**src/hdl/sirot_pkg.sv**
```systemverilog
// ----------------------------------------------------------------------------
// sirot_pkg
// Shared types and constants of the square image rotator.
// ----------------------------------------------------------------------------
package sirot_pkg;

  // default largest image side
  localparam int SideDefault = 64;

  // depth of the queue between front and back
  localparam int QueueDepth = 2;

  // configuration register indexes
  localparam logic CfgMode = 1'b0;
  localparam logic CfgSide = 1'b1;

  localparam int CfgDataW = 7;

  // rotation modes; the unused code behaves as the half turn
  localparam logic [1:0] ModeCw   = 2'd0;
  localparam logic [1:0] ModeCcw  = 2'd1;
  localparam logic [1:0] ModeHalf = 2'd2;

  localparam logic [6:0] SideReset = 7'd64;

  typedef enum logic {
    OP_LOAD,
    OP_REQUEST
  } op_e;

  typedef enum logic [2:0] {
    ST_FETCH,
    ST_DIV,
    ST_ADDR,
    ST_READ,
    ST_EMIT
  } state_e;

  typedef struct packed {
    op_e  op;
    logic pixel;
  } item_t;

  typedef struct packed {
    logic [1:0] mode;
    logic [6:0] side;
  } cfg_t;

  typedef struct packed {
    logic       valid;
    logic       pixel;
    logic [5:0] row;
    logic [5:0] col;
    logic       last;
  } res_t;

endpackage

```
**src/hdl/sirot_front.sv**
```systemverilog
// ----------------------------------------------------------------------------
// sirot_front
// Accepts commands, tags them as load or request, and queues them.
// ----------------------------------------------------------------------------
module sirot_front (
  input  logic           clk_i,
  input  logic           rst_ni,
  input  logic           start,
  input  logic           kind_i,
  input  logic           pixel_in_i,
  output logic           busy,
  output sirot_pkg::item_t q_item_o,
  output logic           q_valid_o,
  input  logic           q_pop_i
);
  import sirot_pkg::*;

  localparam int PtrW = (QueueDepth > 1) ? $clog2(QueueDepth) : 1;
  localparam int CntW = $clog2(QueueDepth + 1);

  item_t            queue_q [QueueDepth];
  logic [PtrW-1:0]  wptr_q, wptr_d, rptr_q, rptr_d;
  logic [CntW-1:0]  cnt_q, cnt_d;
  logic             push, pop;
  item_t            item_in;

  assign busy      = (cnt_q == CntW'(QueueDepth));
  assign push      = start && !busy;
  assign q_valid_o = (cnt_q != '0);
  assign pop       = q_pop_i && q_valid_o;
  assign q_item_o  = queue_q[rptr_q];

  always_comb begin
    item_in.op    = kind_i ? OP_REQUEST : OP_LOAD;
    item_in.pixel = pixel_in_i;
  end

  always_comb begin
    wptr_d = wptr_q;
    rptr_d = rptr_q;
    cnt_d  = cnt_q;
    if (push) begin
      wptr_d = (wptr_q == PtrW'(QueueDepth - 1)) ? '0 : wptr_q + 1'b1;
    end
    if (pop) begin
      rptr_d = (rptr_q == PtrW'(QueueDepth - 1)) ? '0 : rptr_q + 1'b1;
    end
    if (push && !pop) begin
      cnt_d = cnt_q + 1'b1;
    end else if (pop && !push) begin
      cnt_d = cnt_q - 1'b1;
    end
  end

  always_ff @(posedge clk_i or negedge rst_ni) begin
    if (!rst_ni) begin
      wptr_q <= '0;
      rptr_q <= '0;
      cnt_q  <= '0;
    end else begin
      wptr_q <= wptr_d;
      rptr_q <= rptr_d;
      cnt_q  <= cnt_d;
    end
  end

  always_ff @(posedge clk_i) begin
    if (push) begin
      queue_q[wptr_q] <= item_in;
    end
  end

endmodule

```
**config.mk**
```make
export PLATFORM = sky130hd
export DESIGN_NAME = sirot_front
export DESIGN_NICKNAME = d
export VERILOG_FILES = /design/src/hdl/sirot_pkg.sv /design/src/hdl/sirot_front.sv
export SDC_FILE = /design/constraint.sdc
export NUM_CORES = 1
export LEC_CHECK = 0
export BUFFER_PORTS_ARGS = -buffer_cell sky130_fd_sc_hd__buf_2
export CAP_MARGIN = 10
export CORE_AREA = 2 2 39 41
export CTS_BUF_LIST = sky130_fd_sc_hd__clkbuf_4
export CTS_CLUSTER_DIAMETER = 200
export CTS_CLUSTER_SIZE = 12
export DETAILED_ROUTE_END_ITERATION = 12
export DIE_AREA = 0 0 41 43
export PLACE_DENSITY_LB_ADDON = 0.15
export SYNTH_ARGS = -nofsm -noshare
export SYNTH_HDL_FRONTEND = slang
export SYNTH_SLANG_ARGS = --single-unit
```
**constraint.sdc**
```tcl
create_clock -name clk_i -period 2.15 [get_ports clk_i]
set_input_delay 0.3225 -clock clk_i [delete_from_list [all_inputs] [get_ports clk_i]]
set_output_delay 0.3225 -clock clk_i [all_outputs]
set_load 0.01 [all_outputs]
```
==> reports/metrics.yaml, run 1 <==
port_buffers: 9
p_leak_nw: 0.210
rsz0062_at_grt: "no"
cts_sinks: 8
timing.fmax_mhz: 676
cts_resized: 0
dieHeight_um: 43
antenna_cells: 0
grt_max_degree: 6
critPathRequiredTime_ns: 2.33
num-nets-final: 47
synthTopCellsByArea: "edfxtp_1 35%, dfrtp_1 29%, xnor2_1 7.6%, mux2_2 6.5%, xor2_1 5.1%"
area_growth_pct: 30.4
placedInstanceArea_um2: 410
clockBufferDepth: 2
grt_first_pass_wirelength_um: 793
maxCapViolCount: 0
pwr-share-comb_pct: 36.9
start_util_pct: 25.0
netlist_area_um2: 345
pwr-share-clk_pct: 21.2
synth_edf_count: 4
synthXorXnorAreaFrac_pct: 12.7
synthCells: 25
synth_largest_area_cell: "edfxtp_1"
cts_setup_buffers: 0
avgSynthCellArea_um2: 13.8
synth_top_flop_cell: "edfxtp_1"
yosys.area_share.simple_pct: 11.2
endpoint_kind: "register"
cts_buffers: 3
swShare_pct: 32.2
p_int_mw: 0.436
synth_cell_types: 13
ant_nets: 0
synth_mux_area_share_pct: 6.52
drc: 0
fin_crit_sh_pct: 68.8
synth_warnings: 0
cts_tree: "built"
fin_skew_ns: 0.00493
period_needed_ns: 1.48
syn_nets: 32
grt_overflow_total: 0
crit_path_max_fanout: 4
htreeDepth: 1
p_switching_mw: 0.207
clkLatencyLatePin_ns: 0.25
ir_drop_mv: 0.490
startpoint_type: "register"
final_max_slew_viol_count: 0
hold_viol_final: 0
finish.utilization_pct: 32.5
fillerInstances: 159
setup_viol: 0
synthArstFlopShare_pct: 50.0
status: "complete, no violations"
antenna_found_initial: 0
crit_arrival_ns: 1.65
clk_root_buffer_cell: "clkbuf_4"
holdCritPathClass: "primary input to register"
drtIter0Drc: 2
vias: 217
relSlewSlack_pct: 87.1
die_area_um2: 1760
ys_ff_latch: 8
grt_use_total_pct: 6.92
routed_wl_um: 548
wl_per_cell_um: 9.96
die_w_um: 41
finalWeightedCongestion: 0.624
synth_top_family_by_area: "XOR/XNOR gates"
via_per_inst: 3.95
grt_pass1_vias: 207
ioPinCount: 10
synth_fa_ha_area_share_pct: 3.62
dr.pass1.iters: 3
clkTransAtPathRegs_ns: 0.06
p_seq_share_pct: 41.9
tns_ns: 0
final_layout_size_suffix_gt1_share_pct: 43.6
row_count: 14
synth_top_area_share_pct: 34.8
power_density_nw_per_um2: 1430
path_class: "register to register"
tightest_slew_ns: 0.192
synth_commonest_cells: "4 x dfrtp_1, 4 x edfxtp_1, 3 x xnor2_1"
final_area_um2: 450
floorplan.core_area_um2: 1380
ys_seq_area_share_pct: 63.8
cts_hold_repair.buffers: 1
synth-compound-area-share_pct: 0
## area by class of cell
| type | count | area (um^2) | share of cell area (%) |
|---|---|---|---|
| well taps | 16 | 20.0 | 4.44 |
| clock buffers | 4 | 30.0 | 6.67 |
| inverters | 2 | 7.51 | 1.67 |
| flip-flops and latches | 8 | 220 | 48.9 |
| repair buffers | 10 | 55.1 | 12.2 |
| multi-input cells | 15 | 118 | 26.1 |
## worst paths after layout
path,startpoint,endpoint,slack [ns],depth (start not counted)
max in group asynchronous,rst_ni,wptr_q$_DFFE_PN0N_,1.61,2
hold / removal,pixel_in_i,queue_q[1][0]$_DFFE_PP_,0.26,1
setup / recovery,cnt_q[0]$_DFFE_PN0P_,cnt_q[1]$_DFFE_PN0P_,0.67,6
setup reg to reg,cnt_q[0]$_DFFE_PN0P_,cnt_q[1]$_DFFE_PN0P_,0.67,6
hold reg to reg,wptr_q$_DFFE_PN0N_,wptr_q$_DFFE_PN0N_,0.50,1
min in group asynchronous,rst_ni,rptr_q$_DFFE_PN0P_,0.41,2
## power by group through the flow
stage	clock network, mW	registers (mW)	logic [mW]
finish	0.136	0.269	0.238
global placement	0	0.270	0.232
CTS	0.141	0.271	0.243
detailed placement	0	0.274	0.238
global route	0.147	0.277	0.263
floorplan	0	0.262	0.179
## through the flow
| stage | power, mW | cells | worst slack [ns] | hold slack [ns] |
|---|---|---|---|---|
| after detailed placement | 0.512 | 50 | 0.681 | 0.139 |
| after CTS | 0.655 | 55 | 0.657 | 0.253 |
| final | 0.643 | 55 | 0.671 | 0.258 |
| after global placement | 0.502 | 50 | 0.716 | 0.133 |
| after floorplan | 0.441 | 25 | 0.803 | 0.0269 |
| after global routing | 0.687 | 55 | 0.605 | 0.254 |
## sequential cells by signal, indices dropped and copies added (netlist names)
| name | flops |
|---|---|
| cnt_q | 2 |
| queue_q | 4 |
| rptr_q | 1 |
| wptr_q | 1 |
## per-layer routing
metal / vias to the layer above / track usage, % / part of all wire (%)
met1: 101 / 8.05 / 42
met2: 6 / 10.9 / 50
met3: 0 / 1.57 / 7.7
met5: - / 0 / 0
li1: 110 / - / -
met4: 0 / 4.00 / 0
## logic make-up (layout without fill, tap and decap cells)
family                     after synthesis  in the layout
xor gates and xnor gates                 5              5
adders and majority gates                1              1
buffers and inverters                    2             16
DFF                                      8              8
muxes                                    2              2
and+or+nand+nor                          7              7
## cell usage in the layout, fill, tap and decap left out, drive strengths merged
cell         n
mux2         2
nor2         2
nand2        2
nand2b       1
or2          1
clkbuf       4
ha           1
xor2         2
buf          9
and3         1
dfrtp        4
xnor2        3
dlygate4sd3  1
edfxtp       4
inv          2
## critical path, cell delays in order (launching register included)
cell      delay (ns)
dfrtp_1         0.43
nand2b_1        0.19
nand2_1         0.13
inv_1           0.06
ha_1            0.30
nor2_1          0.14
xor2_1          0.16
Note: power is estimated with default switching activity, not from simulation.
==> run 2: changes to the inputs <==
- clock period: 2.15 -> 1.2 ns (I/O delays scaled with it)
==> run 2 against run 1 <==
Net effect:
- the flow now finishes with violations (negative setup slack)
- clock power rose by 77%
- global-route usage is 1.9 points higher
- critical endpoint unchanged
- die area stayed put
- cell area increased by 26%
- flip-flop and latch count unchanged
==> reports/metrics.yaml, run 2 (synthesis gave the netlist of run 1 again) <==
power.total_mw: 1.50  # +130%
dr.pass1.iters: 3  # unchanged
holdCritPathClass: "primary input to register"
fin_skew_ns: 0.00178  # -0.00315 ns
tightest_slew_ns: 0.176  # -0.0159 ns
clk_root_buffer_cell: "clkbuf_4"
routed_wl_um: 579  # +5.7%
finalWeightedCongestion: 0.629  # +0.74%
setup_slack_ns: -0.128  # -0.799 ns
num-nets-final: 53  # +13%
reg.largest.list: "queue_q (4), cnt_q (2)"
grt_overflow_total: 0  # unchanged
rsz0062_at_grt: "yes"
final_cells: 61  # +11%
via_per_inst: 3.80  # -3.6%
crit_path_max_fanout: 3  # -1
startpoint_type: "register"
final_area_um2: 566  # +26%
ff2ff_setup_slack_ns: -0.13  # -0.80 ns
relSlewSlack_pct: 88.3  # +1.1 points
placedInstanceArea_um2: 478  # +16%
p_seq_share_pct: 32.6  # -9.3 points
slowest_stage: "dfrtp_1"
largest_register: "queue_q"
endpoint_kind: "register"
area_growth_pct: 63.8
p_switching_mw: 0.464  # +120%
row_count: 14  # unchanged
setup_viol: 5  # +5
layout_commonest_cell: "buf_2"
final_max_slew_viol_count: 0  # unchanged
power_density_nw_per_um2: 2640  # +85%
wl_per_cell_um: 9.49  # -4.7%
vias: 232  # +6.9%
worstPathBufferInverterCount: 0  # -1
crit_chain: "or2_4 -> nand2_4 -> ha_4 -> xor2_2 -> nor2_2 -> xor2_1"
cts_tree: "built"
largest_register_ffs: 4  # unchanged
p_leak_nw: 0.261  # +24%
grt_first_pass_wirelength_mm: 1.00  # +26%
antenna_found_initial: 0  # unchanged
grt_max_degree: 6  # unchanged
antenna_cells: 0  # unchanged
start_util_pct: 25.0  # unchanged
holdWs_ns: 0.121  # -0.137 ns
finish.utilization_pct: 40.9  # +8.3 points
status: "complete, but fails checks"
final_layout_size_suffix_gt1_share_pct: 68.9  # +25 points
hold_viol_final: 0  # unchanged
drc: 0  # unchanged
maxCapViolCount: 0  # unchanged
ant_nets: 0  # unchanged
fillerInstances: 138  # -13%
dieHeight_um: 43  # unchanged
timing.fmax_mhz: 753  # +11%
critPathRequiredTime_ns: 1.33  # -1.00 ns
cpPeakStageDelay_ns: 0.43  # about the same
cp_top_family: "flip-flops"
layout_common_cells: "6 x buf_2, 5 x buf_4"
cts_buffers: 3  # unchanged
port_buffers: 9  # unchanged
floorplan.core_area_um2: 1380  # unchanged
failed_checks: "negative setup slack"
fin_crit_sh_pct: 111  # +42 points
cts_sinks: 8  # unchanged
drtIter0Drc: 2  # unchanged
ir_drop_mv: 1.19  # +140%
die_w_um: 41  # unchanged
clockBufferDepth: 2  # unchanged
die_area_um2: 1760  # unchanged
ioPinCount: 10  # unchanged
p_int_mw: 1.03  # +140%
pwr-share-comb_pct: 51.3  # +14 points
placedCellCount: 55  # +10%
clkTransAtPathRegs_ns: 0.06  # about the same
clkLatencyLatePin_ns: 0.25  # about the same
crit_arrival_ns: 1.46  # -0.19 ns
period_needed_ns: 1.33  # -0.151 ns
swShare_pct: 31.0  # -1.2 points
hpwl_um: 468
htreeDepth: 1  # unchanged
grt_use_total_pct: 8.82  # +1.9 points
path_class: "register to register"
pwr-share-clk_pct: 16.1  # -5.1 points
grt_pass1_vias: 260  # +26%
run 2: cell count changes in the layout (fill, tap and decap cells not counted), moves of 2 or more:
cell	change
buf_2	-3
buf_4	+5
buf_6	+4
inv_1	-2
inv_2	+2
mux2_2	-2
mux2_4	+2
nor2_1	-2
nor2_2	+2
run 2: metal layers:
metal  vias to the layer above  part of all wire [%]  track usage (%)
met5                         -                     0                0
met4                         0                     0             4.00
met3                         0                   6.2             3.14
met2                         6                    50             12.8
met1                       107                    44             11.3
li1                        119                     -                -
run 2: layout make-up:
type                            count  area (um^2)  area share [%]
Timing Repair Buffer               16          123            21.7
Sequential cell                     8          220            38.9
Tap cell                           16         20.0            3.54
Multi-Input combinational cell     15          165            29.2
Inverter                            2         7.51            1.33
Clock buffer                        4         30.0            5.31
run 2: worst paths after layout:
kind                                       from  cells after the start                       to
max in group asynchronous                rst_ni                      2     cnt_q[0]$_DFFE_PN0P_
min                                  pixel_in_i                      1  queue_q[0][0]$_DFFE_PP_
min in group asynchronous                rst_ni                      2       wptr_q$_DFFE_PN0N_
min reg2reg                  wptr_q$_DFFE_PN0N_                      1       wptr_q$_DFFE_PN0N_
max                        cnt_q[1]$_DFFE_PN0P_                      6     cnt_q[1]$_DFFE_PN0P_
max reg2reg                cnt_q[1]$_DFFE_PN0P_                      6     cnt_q[1]$_DFFE_PN0P_
run 2: through the flow:
step | worst slack, ns | TNS (ns)
floorplan | -0.131 | -0.131
global placement | -0.107 | -0.107
detailed placement | -0.130 | -0.130
CTS | -0.132 | -0.402
global route | -0.182 | -0.624
finish | -0.128 | -0.353
run 2: power groups by stage:
stage               combinational [mW]  clock, mW  sequential, mW
finish                           0.767      0.241           0.487
global route                     0.842      0.264           0.501
CTS                              0.747      0.249           0.487
detailed placement               0.613          0           0.488
global placement                 0.599          0           0.481
floorplan                        0.392          0           0.479
run 2: timing repair:
item	CTS	global route
resized for setup	7	3
hold buffers	1	0
endpoints found under the setup margin	5	8
hold endpoints to repair	4	0
buffers inserted	1	0
pin swaps	1	1
